$ cat config.mk
export PLATFORM = sky130hd
export DESIGN_NAME = json_string_unescape_utf8_top
export DESIGN_NICKNAME = d
export VERILOG_FILES = /design/src/design/jsu_pkg.sv /design/src/design/json_string_unescape_utf8_top.sv
export VERILOG_INCLUDE_DIRS = /design/src /design/src/design
export SDC_FILE = /design/constraint.sdc
export NUM_CORES = 1
export LEC_CHECK = 0
export BUFFER_PORTS_ARGS = -buffer_cell sky130_fd_sc_hd__buf_2
export CORE_ASPECT_RATIO = 0.9
export CORE_UTILIZATION = 30
export CTS_CLUSTER_DIAMETER = 60
export DETAILED_ROUTE_END_ITERATION = 6
export PLACE_DENSITY = 0.43
export SYNTH_ARGS = -nofsm -noshare
export SYNTH_HDL_FRONTEND = slang
export SYNTH_SLANG_ARGS = --single-unit
$ cat constraint.sdc
create_clock -name clk -period 4.7 [get_ports clk]
set_input_delay 0 -clock clk [delete_from_list [all_inputs] [get_ports clk]]
set_output_delay 0 -clock clk [all_outputs]
set_load 0.01 [all_outputs]
$ cat src/design/json_string_unescape_utf8_top_assert.svh
// ----------------------------------------------------------------------------
// json string unescape assertion macros
// shared property forms for the decoder checks
// ----------------------------------------------------------------------------
`ifndef JSON_STRING_UNESCAPE_UTF8_TOP_ASSERT_SVH
`define JSON_STRING_UNESCAPE_UTF8_TOP_ASSERT_SVH

// same-cycle implication, held off while in reset
`define JSU_ASSERT_NOW(label, ante, cons, msg) \
  label: assert property (@(posedge clk) disable iff (!rst_n) (ante) |-> (cons)) \
    else $error(msg);

// next-cycle implication, held off while in reset
`define JSU_ASSERT_NEXT(label, ante, cons, msg) \
  label: assert property (@(posedge clk) disable iff (!rst_n) (ante) |=> (cons)) \
    else $error(msg);

`endif

$ cat src/design/jsu_pkg.sv
// ----------------------------------------------------------------------------
// jsu_pkg
// types, character codes and helper functions of the json string decoder
// ----------------------------------------------------------------------------
`default_nettype none

package jsu_pkg;

  // decoder mode
  typedef enum logic [2:0] {
    M_NORMAL  = 3'd0,
    M_ESC     = 3'd1,
    M_HEX1    = 3'd2,
    M_WANT_BS = 3'd3,
    M_WANT_U  = 3'd4,
    M_HEX2    = 3'd5,
    M_STOP    = 3'd6,
    M_FAIL    = 3'd7
  } mode_t;

  // status codes
  localparam logic [2:0] ST_OK      = 3'd0;
  localparam logic [2:0] ST_BAD_ESC = 3'd1;
  localparam logic [2:0] ST_BAD_HEX = 3'd2;
  localparam logic [2:0] ST_NO_LOW  = 3'd3;
  localparam logic [2:0] ST_TRUNC   = 3'd4;

  // character codes
  localparam logic [7:0] CH_QUOTE = 8'h22;
  localparam logic [7:0] CH_SLASH = 8'h2F;
  localparam logic [7:0] CH_BSL   = 8'h5C;
  localparam logic [7:0] CH_B     = 8'h62;
  localparam logic [7:0] CH_F     = 8'h66;
  localparam logic [7:0] CH_N     = 8'h6E;
  localparam logic [7:0] CH_R     = 8'h72;
  localparam logic [7:0] CH_T     = 8'h74;
  localparam logic [7:0] CH_U     = 8'h75;

  // control bytes that escapes stand for
  localparam logic [7:0] BYTE_BS  = 8'h08;
  localparam logic [7:0] BYTE_FF  = 8'h0C;
  localparam logic [7:0] BYTE_LF  = 8'h0A;
  localparam logic [7:0] BYTE_CR  = 8'h0D;
  localparam logic [7:0] BYTE_TAB = 8'h09;

  // surrogate pair offset
  localparam logic [20:0] SUPP_BASE = 21'h10000;

  // most bytes one input byte can produce
  localparam int MAX_RES = 4;
  localparam int CNT_W   = $clog2(MAX_RES + 1);

  typedef struct packed {
    logic       ok;
    logic [3:0] val;
  } hex_digit_t;

  typedef struct packed {
    logic [CNT_W-1:0]         cnt;
    logic [MAX_RES-1:0][7:0]  bytes;
  } utf8_seq_t;

  // one ascii hex digit, either case
  function automatic hex_digit_t hex_digit(input logic [7:0] c);
    hex_digit_t r;
    r.ok  = 1'b1;
    r.val = 4'd0;
    if (c >= 8'h30 && c <= 8'h39) begin
      r.val = 4'(c - 8'h30);
    end else if (c >= 8'h61 && c <= 8'h66) begin
      r.val = 4'(c - 8'h57);
    end else if (c >= 8'h41 && c <= 8'h46) begin
      r.val = 4'(c - 8'h37);
    end else begin
      r.ok = 1'b0;
    end
    return r;
  endfunction

  // code point to utf-8, first byte in lane 0
  function automatic utf8_seq_t utf8_encode(input logic [20:0] cp);
    utf8_seq_t r;
    r.bytes = '0;
    if (cp <= 21'h7F) begin
      r.cnt      = CNT_W'(1);
      r.bytes[0] = cp[7:0];
    end else if (cp <= 21'h7FF) begin
      r.cnt      = CNT_W'(2);
      r.bytes[0] = {3'b110, cp[10:6]};
      r.bytes[1] = {2'b10, cp[5:0]};
    end else if (cp <= 21'hFFFF) begin
      r.cnt      = CNT_W'(3);
      r.bytes[0] = {4'b1110, cp[15:12]};
      r.bytes[1] = {2'b10, cp[11:6]};
      r.bytes[2] = {2'b10, cp[5:0]};
    end else begin
      r.cnt      = CNT_W'(4);
      r.bytes[0] = {5'b11110, cp[20:18]};
      r.bytes[1] = {2'b10, cp[17:12]};
      r.bytes[2] = {2'b10, cp[11:6]};
      r.bytes[3] = {2'b10, cp[5:0]};
    end
    return r;
  endfunction

endpackage

`default_nettype wire

$ cat src/design/json_string_unescape_utf8_top.sv
// ----------------------------------------------------------------------------
// json_string_unescape_utf8_top
// streaming decoder for a json string body, emitting utf-8 bytes
// ----------------------------------------------------------------------------
// Takes one raw byte per cycle when ready and decodes it against the escape
// state in a single pass into a result register holding up to four output
// words. A byte that yields k results (k from 0 to 4) drains them one word
// per cycle while out_tready is high; a byte with no result, or one taken
// result, lets the next byte enter in the following cycle, so plain text runs
// at one byte per clock. Only the completion of a \u escape outside ascii
// produces two to four words. Errors give one word with the valid flag clear
// and a status code; a quote or an error silences the rest of the string,
// and the byte marked by in_tlast returns the decoder to its reset state.
`default_nettype none

module json_string_unescape_utf8_top (
  input  wire logic       clk,
  input  wire logic       rst_n,
  // input stream
  input  wire logic       in_tvalid,
  output logic            in_tready,
  input  wire logic [7:0] in_tdata,   // [7:0] in_byte
  input  wire logic       in_tlast,   // end_of_string
  // result stream
  output logic            out_tvalid,
  input  wire logic       out_tready,
  output logic [7:0]      out_tdata,  // [7:0] out_byte
  output logic [3:0]      out_tuser,  // [0] out_valid, [3:1] status
  output logic            out_tlast   // last
);

  localparam int CW = jsu_pkg::CNT_W;

  // decoder state
  jsu_pkg::mode_t mode_r, mode_nxt;
  logic [1:0]     hex_cnt_r, hex_cnt_nxt;
  logic [11:0]    hex_acc_r, hex_acc_nxt;
  logic [9:0]     high_r, high_nxt;

  // result register
  logic [CW-1:0]                   cnt_r, cnt_nxt;
  logic [jsu_pkg::MAX_RES-1:0][7:0] bytes_r, bytes_nxt;
  logic                            err_r, err_nxt;
  logic [2:0]                      status_r, status_nxt;

  // results of the current byte
  logic [CW-1:0]                   res_cnt;
  logic [jsu_pkg::MAX_RES-1:0][7:0] res_bytes;
  logic                            res_err;
  logic [2:0]                      res_status;

  logic                 in_acc, out_acc;
  jsu_pkg::hex_digit_t  hd;
  logic [15:0]          word;
  logic [20:0]          cp_pair, cp_sel;
  jsu_pkg::utf8_seq_t   enc;

  // handshakes
  assign out_tvalid = (cnt_r != '0);
  assign out_acc    = out_tvalid && out_tready;
  assign in_tready  = (cnt_r == '0) || ((cnt_r == CW'(1)) && out_tready);
  assign in_acc     = in_tvalid && in_tready;

  // hex digit and code point paths
  assign hd      = jsu_pkg::hex_digit(in_tdata);
  assign word    = {hex_acc_r, hd.val};
  assign cp_pair = jsu_pkg::SUPP_BASE + {1'b0, high_r, word[9:0]};
  assign cp_sel  = (mode_r == jsu_pkg::M_HEX2) ? cp_pair : {5'd0, word};
  assign enc     = jsu_pkg::utf8_encode(cp_sel);

  // decode one byte
  always_comb begin
    mode_nxt    = mode_r;
    hex_cnt_nxt = hex_cnt_r;
    hex_acc_nxt = hex_acc_r;
    high_nxt    = high_r;
    res_cnt     = '0;
    res_bytes   = '0;
    res_err     = 1'b0;
    res_status  = jsu_pkg::ST_OK;
    case (mode_r)
      jsu_pkg::M_NORMAL: begin
        if (in_tdata == jsu_pkg::CH_QUOTE) begin
          mode_nxt = jsu_pkg::M_STOP;
        end else if (in_tdata == jsu_pkg::CH_BSL) begin
          mode_nxt = jsu_pkg::M_ESC;
        end else begin
          res_cnt      = CW'(1);
          res_bytes[0] = in_tdata;
        end
      end
      jsu_pkg::M_ESC: begin
        mode_nxt = jsu_pkg::M_NORMAL;
        res_cnt  = CW'(1);
        case (in_tdata)
          jsu_pkg::CH_QUOTE, jsu_pkg::CH_SLASH, jsu_pkg::CH_BSL: begin
            res_bytes[0] = in_tdata;
          end
          jsu_pkg::CH_B: res_bytes[0] = jsu_pkg::BYTE_BS;
          jsu_pkg::CH_F: res_bytes[0] = jsu_pkg::BYTE_FF;
          jsu_pkg::CH_N: res_bytes[0] = jsu_pkg::BYTE_LF;
          jsu_pkg::CH_R: res_bytes[0] = jsu_pkg::BYTE_CR;
          jsu_pkg::CH_T: res_bytes[0] = jsu_pkg::BYTE_TAB;
          jsu_pkg::CH_U: begin
            res_cnt     = '0;
            mode_nxt    = jsu_pkg::M_HEX1;
            hex_cnt_nxt = 2'd0;
            hex_acc_nxt = '0;
          end
          default: begin
            mode_nxt   = jsu_pkg::M_FAIL;
            res_err    = 1'b1;
            res_status = jsu_pkg::ST_BAD_ESC;
          end
        endcase
      end
      jsu_pkg::M_HEX1, jsu_pkg::M_HEX2: begin
        if (!hd.ok) begin
          mode_nxt   = jsu_pkg::M_FAIL;
          res_cnt    = CW'(1);
          res_err    = 1'b1;
          res_status = jsu_pkg::ST_BAD_HEX;
        end else begin
          hex_acc_nxt = word[11:0];
          if (hex_cnt_r != 2'd3) begin
            hex_cnt_nxt = hex_cnt_r + 2'd1;
          end else begin
            hex_cnt_nxt = 2'd0;
            // high surrogate waits for its partner escape
            if (mode_r == jsu_pkg::M_HEX1 && word[15:10] == 6'b110110) begin
              high_nxt = word[9:0];
              mode_nxt = jsu_pkg::M_WANT_BS;
            end else begin
              mode_nxt  = jsu_pkg::M_NORMAL;
              res_cnt   = enc.cnt;
              res_bytes = enc.bytes;
            end
          end
        end
      end
      jsu_pkg::M_WANT_BS: begin
        if (in_tdata == jsu_pkg::CH_BSL) begin
          mode_nxt = jsu_pkg::M_WANT_U;
        end else begin
          mode_nxt   = jsu_pkg::M_FAIL;
          res_cnt    = CW'(1);
          res_err    = 1'b1;
          res_status = jsu_pkg::ST_NO_LOW;
        end
      end
      jsu_pkg::M_WANT_U: begin
        if (in_tdata == jsu_pkg::CH_U) begin
          mode_nxt    = jsu_pkg::M_HEX2;
          hex_cnt_nxt = 2'd0;
          hex_acc_nxt = '0;
        end else begin
          mode_nxt   = jsu_pkg::M_FAIL;
          res_cnt    = CW'(1);
          res_err    = 1'b1;
          res_status = jsu_pkg::ST_NO_LOW;
        end
      end
      default: begin
        mode_nxt = mode_r;
      end
    endcase

    // end of string: flag an open escape, then back to reset state
    if (in_tlast) begin
      if (mode_nxt == jsu_pkg::M_ESC || mode_nxt == jsu_pkg::M_HEX1 ||
          mode_nxt == jsu_pkg::M_HEX2 || mode_nxt == jsu_pkg::M_WANT_BS ||
          mode_nxt == jsu_pkg::M_WANT_U) begin
        res_cnt    = CW'(1);
        res_bytes  = '0;
        res_err    = 1'b1;
        res_status = jsu_pkg::ST_TRUNC;
      end
      mode_nxt    = jsu_pkg::M_NORMAL;
      hex_cnt_nxt = 2'd0;
      hex_acc_nxt = '0;
      high_nxt    = '0;
    end
  end

  // result register load and drain
  always_comb begin
    cnt_nxt    = cnt_r;
    bytes_nxt  = bytes_r;
    err_nxt    = err_r;
    status_nxt = status_r;
    if (in_acc && res_cnt != '0) begin
      cnt_nxt    = res_cnt;
      bytes_nxt  = res_bytes;
      err_nxt    = res_err;
      status_nxt = res_status;
    end else if (out_acc) begin
      cnt_nxt   = cnt_r - CW'(1);
      bytes_nxt = {8'd0, bytes_r[jsu_pkg::MAX_RES-1:1]};
    end
  end

  // control registers
  always_ff @(posedge clk) begin
    if (!rst_n) begin
      mode_r    <= jsu_pkg::M_NORMAL;
      hex_cnt_r <= 2'd0;
      hex_acc_r <= '0;
      high_r    <= '0;
      cnt_r     <= '0;
    end else begin
      if (in_acc) begin
        mode_r    <= mode_nxt;
        hex_cnt_r <= hex_cnt_nxt;
        hex_acc_r <= hex_acc_nxt;
        high_r    <= high_nxt;
      end
      cnt_r <= cnt_nxt;
    end
  end

  // payload registers
  always_ff @(posedge clk) begin
    bytes_r  <= bytes_nxt;
    err_r    <= err_nxt;
    status_r <= status_nxt;
  end

  // result word
  assign out_tdata = err_r ? 8'd0 : bytes_r[0];
  assign out_tuser = {status_r, ~err_r};
  assign out_tlast = (cnt_r == CW'(1));

  // checks
  `include "json_string_unescape_utf8_top_assert.svh"

  `JSU_ASSERT_NOW(a_no_accept_busy, cnt_r > CW'(1), !in_tready, "input taken over pending burst")
  `JSU_ASSERT_NOW(a_err_single, out_tvalid && err_r, cnt_r == CW'(1), "error result not alone")
  `JSU_ASSERT_NEXT(a_eos_reset, in_acc && in_tlast, mode_r == jsu_pkg::M_NORMAL && hex_cnt_r == 2'd0, "state not reset after end of string")
  `JSU_ASSERT_NOW(a_hex_cnt_mode, hex_cnt_r != 2'd0, mode_r == jsu_pkg::M_HEX1 || mode_r == jsu_pkg::M_HEX2 || mode_r == jsu_pkg::M_FAIL, "hex count outside hex or failed mode")

endmodule

`default_nettype wire

==> results of run 1 <==
==> routing by layer <==
layer	wire length (µm)	GRT usage	vias to the layer above
met1	5900	0.259	1627
met3	536	0.0417	4
met2	5330	0.282	75
met5	0	0	-
met4	62	0.0273	0
li1	-	-	1673
==> flip-flops by register name (all words and copies together) (netlist names) <==
register   cells
bytes_r       29
cnt_r          3
err_r          1
hex_acc_r     12
hex_cnt_r      2
high_r        10
mode_r         3
status_r       3
==> per-stage QoR <==
step	setup WS (ps)	util	std cells	cell area [µm²]
floorplan	1310	-	432	3970
global placement	989	0.333	607	4260
detailed placement	848	0.333	607	4260
CTS	787	0.357	623	4560
global route	468	0.357	623	4560
finish	724	0.357	623	4560
==> power by group through the flow <==
stage | sequential, mW | combinational (mW) | clock, mW
final | 0.858 | 0.570 | 0.691
after global routing | 0.878 | 0.634 | 0.728
after CTS | 0.862 | 0.580 | 0.704
after detailed placement | 0.872 | 0.574 | 0
after global placement | 0.873 | 0.575 | 0
after floorplan | 0.857 | 0.403 | 0
==> final cells by class <==
cell class / instances / area, µm²
clock inverter: 5 / 72.6
clock buffer: 11 / 233
tap: 164 / 205
inverter: 16 / 60.1
timing repair buffer: 35 / 195
fill: 1359 / 8220
sequential: 63 / 1590
multi-input combinational: 329 / 2210
==> kinds of logic (layout without fill, tap and decap cells) <==
| family | Yosys count | after routing |
|---|---|---|
| compound gates | 128 | 128 |
| xor+xnor | 4 | 4 |
| fa+ha+maj | 9 | 9 |
| buf+inv | 40 | 67 |
| flops | 63 | 63 |
| mux | 15 | 15 |
| simple gates | 173 | 173 |
==> Yosys cell counts, types with 3 or more instances <==
cell type / count / area [µm²]
or3_1: 3 / 18.8
nand3_1: 16 / 80.1
nor4_1: 4 / 25.0
nor2b_1: 28 / 175
nor3b_1: 7 / 52.6
ha_1: 9 / 113
nand3b_1: 3 / 22.5
a221o_1: 5 / 50.1
or2_2: 3 / 18.8
clkbuf_1: 17 / 63.8
nand2_1: 27 / 101
o21ai_0: 19 / 95.1
nor3_1: 14 / 70.1
and2_1: 5 / 31.3
buf_2: 4 / 20.0
and4b_1: 3 / 30.0
edfxtp_1: 33 / 991
o2bb2ai_1: 3 / 26.3
a22o_1: 22 / 193
o211ai_1: 4 / 30.0
inv_1: 15 / 56.3
a22oi_1: 4 / 30.0
a21o_1: 6 / 45.0
or3b_2: 3 / 26.3
a21oi_1: 29 / 145
and4_1: 3 / 26.3
mux2i_1: 5 / 50.1
o21a_1: 5 / 37.5
dfxtp_1: 30 / 601
a211oi_1: 5 / 37.5
nor2_1: 32 / 120
mux2_2: 10 / 113
and3_1: 6 / 37.5
nand2b_1: 3 / 18.8
xnor2_1: 3 / 26.3
==> worst min path at each step <==
stage | slack, ps | to | from | cells past startpoint
after detailed placement | 380 | in_tready | out_tready | 4
after global routing | 90 | cnt_r[2] | out_tready | 3
after global placement | 370 | in_tready | out_tready | 4
final | 80 | cnt_r[2] | out_tready | 3
after CTS | 90 | cnt_r[2] | out_tready | 3
after floorplan | 130 | in_tready | out_tready | 2
==> worst register-to-register path, stage by stage (launching register included) <==
cell,delay [ps]
dfxtp_1,620
nand3b_1,180
buf_4,230
mux2_2,400
nor4_1,540
and3_1,430
nor2_1,160
nor2_1,120
a21o_1,460
nand2_1,230
buf_4,300
==> impl_results.md, run 1 <==
- Num CTS Buffers: 9
- Total length of routed wires: ~12000 µm
- Highest-count cells in the layout ignoring fill and taps: edfxtp_1 (33), nor2_1 (32), dfxtp_1 (30)
- CTS root buffer: clkbuf_16
- RSZ-0062 raised after global routing: no
- Hold WC Path Type: in2reg
- Main combinational cell family by area after synthesis: simple AND/OR/NAND/NOR gates
- Grt ovf: 0
- Worst setup path endpoint: bytes_r[1]
- Row Count: 39
- Post-Synth XOR/XNOR Area: 0.00882
- Worst Path Required: around 4700 ps
- EDFF count, synth: 33
- Worst vdd ir: 0.223 mV
- Syn nets: between 400 and 500
- Worst-Margin Slew: 1170 ps
- CTS max path bufs: 2
- Total GRT Usage: 0.182
- RR Endpoint: bytes_r[1]
- Commonest non-fill, non-tap cell in the layout: edfxtp_1
- Reg-to-reg slack, setup: 720 ps
- Core Area: 0.0128 mm²
- TritonCTS clock tree: built
- WL/cell: 19.0 µm
- Worst Path Arrival: 4010 ps
- Buffers & Inverters on Critical Path: 2
- Tmin final: 3980 ps
- Slowest cell on crit path: dfxtp_1
- Register bit count reported by yosys: 63
- Number of routed nets with antenna violations: 0
- Top Family by Delay on Critical Path: simple AND/OR/NAND/NOR gates
- Psw: 0.626 mW
- Vias: about 3400
- Syn Std Cell Area: a little under 0.004 mm²
- Initial DRC Count: 287
- First-pass GRT wire length: 18600 µm
- Clk pin slew, worst setup/hold paths: 60 ps
- Startpoint type of the worst setup path: flop
- # Post-CTS Setup Buffers: 0
- Drt first pass iters: 4
- Logic pwr share: 0.269
- Most used flip-flop cell after synthesis: edfxtp_1
- Switching Share: 0.295
- Final GP Congestion: 0.857
- Clock power share: 0.326
- Tcrit/Tclk final: 0.846
- Worst path depth: 10
- Register area share after synthesis: 0.401
- Avg Cell Area, Syn: a little over 9 µm²
- Status: completed
- CP Max Fanout: 26
- Largest net degree at the start of global routing: 27
- Setup-failing EPs final: 0
- Total power: 2.12 mW
- Hpwl dp: about 8700 µm
- Vias per inst: 5.42
- DIE HEIGHT: 111 µm
- Leakage: 1.73 nW
- Compound-Gate Fraction of Synth Area: 0.233
- Slew Limit Fails: 0
- Max Clk Rate: 252 MHz
- Ys async rst share: 0
- Pwr/cell area: 464 mW/mm²
- Number of antenna violations at the first check in global routing: 0
- R2R cell count: 10
- CTS resizes: 0
- Internal cell power: ~1.5 mW
- Port Buffers: 27
- Final Skew: 11.3 ps
- Layout cells sized above 1: 0.157
- Mapped Cells: roughly 430
- Die width: between 100 and 150 µm
- Netlist cell types: slightly below 70
- Ant diodes: 0
- Crit-path cells: nand3b_1, buf_4, mux2_2, nor4_1, and3_1, nor2_1, nor2_1, a21o_1, nand2_1, buf_4
- Area growth syn-to-layout: 14.9%
- CTS H-tree lvls: 3
- Max-Cap Viols: 0
- Drt drc: 0
- DIE AREA: 0.0137 mm²
- Beginning of the critical path: mode_r[1]
- Simple-gate share of the synthesized area: 0.244
- Vias in the first global route: 3228
- CTS Hold Bufs: 0
- Hold slack: 78.4 ps
- Critical path endpoint category: flop
- Post-Synth Adder-Cell Area: 0.0283
- I/O pin cnt: 28
- TNS Setup: 0 ps
- Max stage delay on crit path: approximately 620 ps
- Initial core utilization: 0.311
- Endpoints failing hold: 0
- NumNets Final: 476
- Syn. warnings: 0
- Post-synthesis mux area share: 0.0409
- Critical path class: reg2reg
- RR Startpoint: mode_r[1]
- Clock sink count: 63
- Clock latency on the worst-skew pair: 330 ps
- Seq pwr share: 0.405
- Relative slew slack: 0.217
No activity file was read; power rests on OpenSTA's default activity.
==> run 2, diff against run 1 <==
PLACE_DENSITY = 0.45   (was 0.43)
clock period = 3.4 ns   (was 4.7 ns; I/O delays follow)
==> run 2 against run 1 <==
Against the previous run:
- combinational power rose by 41%
- via count rose by 1.4%
- clock power rose by 27%
==> impl_results.md, run 2 (synthesis gave the netlist of run 1 again) <==
- Status: completed
- TritonCTS clock tree: built
- Tcrit/Tclk final: 0.915
- Critical path class: reg2reg
- Biggest regs: bytes_r (29), hex_acc_r (12), high_r (10)
- Port Buffers: 27
- Row Count: 39
- Core Area: 0.0128 mm²
- Top Family by Delay on Critical Path: simple AND/OR/NAND/NOR gates
- Final GP Congestion: 0.923
- Worst Path Arrival: 3190 ps
- Max reg flops: 29
- Clock latency on the worst-skew pair: 330 ps
- Worst Hold End: cnt_r[2]
- First-pass GRT wire length: 18400 µm
- Total length of routed wires: 11700 µm
- R2R cell count: 10
- DIE HEIGHT: 111 µm
- RR Endpoint: bytes_r[1]
- Reg-to-reg slack, setup: 290 ps
- Grt ovf: 0
- Buffers & Inverters on Critical Path: 1
- Worst Path Required: 3480 ps
- I/O pin cnt: 28
- Layout cells sized above 1: 0.177
- Worst vdd ir: ~0.27 mV
- Setup-failing EPs final: 0
- Max stage delay on crit path: about 360 ps
- CTS Hold Bufs: 0
- Leakage: 1.78 nW
- Clock sink count: between 60 and 70
- Final Skew: 7.13 ps
- CTS root buffer: clkbuf_16
- Critical path endpoint category: flop
- Highest-count cells in the layout ignoring fill and taps: edfxtp_1 (33), nor2_1 (32), dfxtp_1 (30)
- Max Clk Rate: 322 MHz
- Vias: 3426
- Slew Limit Fails: 0
- Relative slew slack: 0.449
- Most flop-heavy register: bytes_r
- TNS Setup: 0 ps
- Initial DRC Count: 371
- Number of antenna violations at the first check in global routing: 0
- NumNets Final: approximately 490
- Total GRT Usage: 0.181
- Post-Place Cells: 618
- CTS resizes: 0
- RR Startpoint: high_r[6]
- Die width: 123 µm
- Finished Layout Cells: 634
- Final Util: 0.362
- Hold Path Origin: out_tready
- # Post-CTS Setup Buffers: 0
- RSZ-0062 raised after global routing: no
- CTS H-tree lvls: 3
- CP Max Fanout: 28
- Initial core utilization: 0.311
- Total power: about 2.9 mW
- Worst-Margin Slew: 819 ps
- Number of routed nets with antenna violations: 0
- Hold WC Path Type: in2reg
- Hpwl dp: 8640 µm
- Commonest non-fill, non-tap cell in the layout: edfxtp_1
- WL/cell: 18.4 µm
- Startpoint type of the worst setup path: flop
- Tmin final: 3110 ps
- Vias per inst: roughly 5.4
- Ant diodes: 0
- Area growth syn-to-layout: 16.7%
- Largest net degree at the start of global routing: 29
- Drt drc: 0
- Clk pin slew, worst setup/hold paths: 50 ps
- Drt first pass iters: 5
- Worst hold stages: 3
- Num CTS Buffers: 9
- CTS max path bufs: 2
- DIE AREA: 0.0137 mm²
- Crit-path cells: ha_1, or2_2, a211oi_1, or2_2, and3_1, nor2_1, nor2_1, a21o_1, buf_12, mux2_2
- Vias in the first global route: 3213
- Slowest cell on crit path: a211oi_1
- Max-Cap Viols: 0
- Endpoints failing hold: 0
- Pwr/cell area: 620 mW/mm²
## run 2: cell types whose count changed in the layout (fill, tap and decap cells not counted), sizes merged
cell,change
clkbuf,-1
bufinv,-1
buf,+11
clkinv,+2
## run 2: per-layer routing
metal | up-vias | global-route usage | share of wire
li1 | 1699 | - | -
met1 | 1618 | 0.258 | 0.50
met2 | 100 | 0.268 | 0.44
met3 | 9 | 0.0417 | 0.048
met4 | 0 | 0.0562 | 0.0097
met5 | - | 0 | 0
## run 2: power breakdown
group	internal, mW	switching (mW)
Sequential	1.11	0.0745
Clock	0.556	0.320
Combinational	0.343	0.463
Total	2.01	0.857
## run 2: through the flow
step	instance area [µm²]	worst slack [ps]	hold WS, ps
2_1_floorplan	3970	8.13	134
3_3_place_gp	4350	326	389
3_5_place_dp	4350	290	395
4_1_cts	4630	321	63.3
5_1_grt	4630	81.3	101
6_report	4630	290	70.4
## run 2: area by class of cell
| class | instances | area, µm² |
|---|---|---|
| multi-input cells | 329 | 2210 |
| clock buffers | 10 | 229 |
| inverters | 16 | 60.1 |
| repair buffers | 46 | 290 |
| flip-flops and latches | 63 | 1590 |
| fillers | 1323 | 8150 |
| clock inverters | 6 | 51.3 |
| well taps | 164 | 205 |
## run 2: tightest hold or removal path, stage by stage
cell	delay, ps
buf_2	120
a21oi_1	140
a211oi_1	80
## run 2: worst max path at each step
stage                     slack (ps)  depth (start not counted)   startpoint           to
after floorplan                    8                         13    high_r[6]   bytes_r[0]
after global placement           330                         13  in_tdata[0]  bytes_r[29]
after detailed placement         290                         13  in_tdata[0]  bytes_r[24]
after CTS                        320                         10    high_r[6]   bytes_r[1]
after global routing              80                         11    high_r[6]  bytes_r[24]
final                            290                         10    high_r[6]   bytes_r[1]
==> run 3, diff against run 2 <==
REMOVE_ABC_BUFFERS = 1   (was not set)
==> run 3 against run 2 <==
Against the previous run:
- sequential power hardly changed
- register-to-register slack better by 20 ps
- sequential cell count stayed put
- critical path type unchanged
- cell area grew 0.86%
- total power up 2.7%
- non-clock buffer count up 2
- count of clock-buffer cells in the layout did not move
- routed wire length decreased by 1.2%
- clock skew up 3.3 ps
- critical path depth rose by 1
- highest routed layer unchanged
==> impl_results.md, run 3 (synthesis gave the netlist of run 1 again) <==
- Status: completed
- Biggest regs: bytes_r (29), hex_acc_r (12), high_r (10)
- Setup-failing EPs final: 0
- Slew Limit Fails: 0
- RSZ-0062 raised after global routing: no
- Critical path endpoint category: flop
- RR Endpoint: bytes_r[24]
- RR Startpoint: mode_r[1]
- Layout cells sized above 1: 0.180
- Core Area: 0.0128 mm²
- Worst Path Arrival: between 3000 and 4000 ps
- CP Max Fanout: 28
- Clk pin slew, worst setup/hold paths: 50 ps
- NumNets Final: 489
- Startpoint type of the worst setup path: flop
- TritonCTS clock tree: built
- Initial core utilization: 0.311
- Leakage: 1.80 nW
- Final GP Congestion: 0.899
- CTS max path bufs: 2
- DIE HEIGHT: 111 µm
- CTS Hold Bufs: 0
- Tcrit/Tclk final: 0.909
- Clock sink count: 63
- I/O pin cnt: 28
- Area growth syn-to-layout: 17.7%
- Hold WC Path Type: in2reg
- Grt ovf: 0
- Drt first pass iters: 5
- Ant diodes: 0
- Number of antenna violations at the first check in global routing: 0
- Total GRT Usage: 0.180
- Beginning of the critical path: mode_r[1]
- Max Clk Rate: 323 MHz
- Post-Place Cells: 620
- First-pass GRT wire length: 18600 µm
- Total length of routed wires: between 10000 and 15000 µm
- FILL cells: 1336
- Vias in the first global route: 3353
- Final Cell Area: around 0.0047 mm²
- Worst-Margin Slew: 710 ps
- WL/cell: 18.2 µm
- Num CTS Buffers: 9
- Hold slack: ~58 ps
- Worst vdd ir: around 0.3 mV
- Critical path class: reg2reg
- Endpoints failing hold: 0
- DIE AREA: between 0.01 and 0.015 mm²
- CTS resizes: 0
- Most flop-heavy register: bytes_r
- Drt drc: 0
- Row Count: 39
- Die width: 123 µm
- Clock latency on the worst-skew pair: between 300 and 400 ps
- CTS H-tree lvls: 3
- R2R cell count: 11
- Port Buffers: 27
- Tmin final: 3090 ps
- Worst setup path endpoint: bytes_r[24]
- Reg-to-reg slack, setup: 310 ps
- Pwr/cell area: 631 mW/mm²
- Vias: 3470
- Max reg flops: 29
- Placed Instance Area: 0.00437 mm²
- Commonest non-fill, non-tap cell in the layout: edfxtp_1
- Vias per inst: 5.46
- Max-Cap Viols: 0
- Largest net degree at the start of global routing: 29
- Number of routed nets with antenna violations: 0
- Highest-count cells in the layout ignoring fill and taps: edfxtp_1 (33), nor2_1 (32), dfxtp_1 (30)
- Final Skew: ~10 ps
- CTS root buffer: clkbuf_16
- Initial DRC Count: 415
- Finished Layout Cells: 636
- Worst Path Required: 3400 ps
- Hpwl dp: roughly 8600 µm
- # Post-CTS Setup Buffers: 0
- Relative slew slack: 0.519
==> run 3: worst min-delay path by stage <==
stage / start / end / slack (ps) / cells past startpoint
after detailed placement: out_tready / in_tready / 370 / 4
after global placement: out_tready / in_tready / 370 / 4
after floorplan: rst_n / cnt_r[0] / 120 / 1
final: out_tready / cnt_r[2] / 60 / 3
after CTS: out_tready / cnt_r[2] / 50 / 3
after global routing: out_tready / cnt_r[2] / 70 / 3
==> run 3: metrics by stage <==
stage / utilization / power (mW) / TNS (ps) / worst slack [ps]
3_3_place_gp: 0.342 / 2.01 / 0 / 250
4_1_cts: 0.366 / 2.97 / 0 / 330
3_5_place_dp: 0.342 / 2.02 / 0 / 250
6_report: 0.366 / 2.95 / 0 / 308
2_1_floorplan: - / 1.70 / -19110 / -628
5_1_grt: 0.366 / 3.12 / 0 / 107
==> run 3: cell type report <==
type	instances	area, µm²	area share
Multi-Input combinational cell	329	2210	0.472
Sequential cell	63	1590	0.340
Timing Repair Buffer	48	305	0.0653
Clock buffer	10	229	0.0490
Tap cell	164	205	0.0439
Clock inverter	6	76.3	0.0163
Inverter	16	60.1	0.0128
==> run 3: critical path: stages (launching register included) <==
cell and delay, ps:
dfxtp_1 300, nand3b_1 420, mux2_2 450, nor4_1 290
buf_4 200, o211ai_1 110, nand3b_1 150, nor2_1 50
a21o_1 210, buf_12 160, nand2_1 100, buf_4 310
==> run 3: where the power goes <==
part | total [mW] | switching [mW] | internal (mW)
combinational | 0.817 | 0.475 | 0.342
sequential | 1.18 | 0.0654 | 1.11
clock | 0.951 | 0.319 | 0.632
total | 2.95 | 0.860 | 2.09
==> run 3: routing by layer <==
layer | track usage | routed length [µm] | vias up
met3 | 0.0376 | 556 | 18
li1 | - | - | 1702
met5 | 0 | 0 | -
met1 | 0.253 | 5680 | 1646
met4 | 0.0659 | 253 | 0
met2 | 0.267 | 5060 | 104
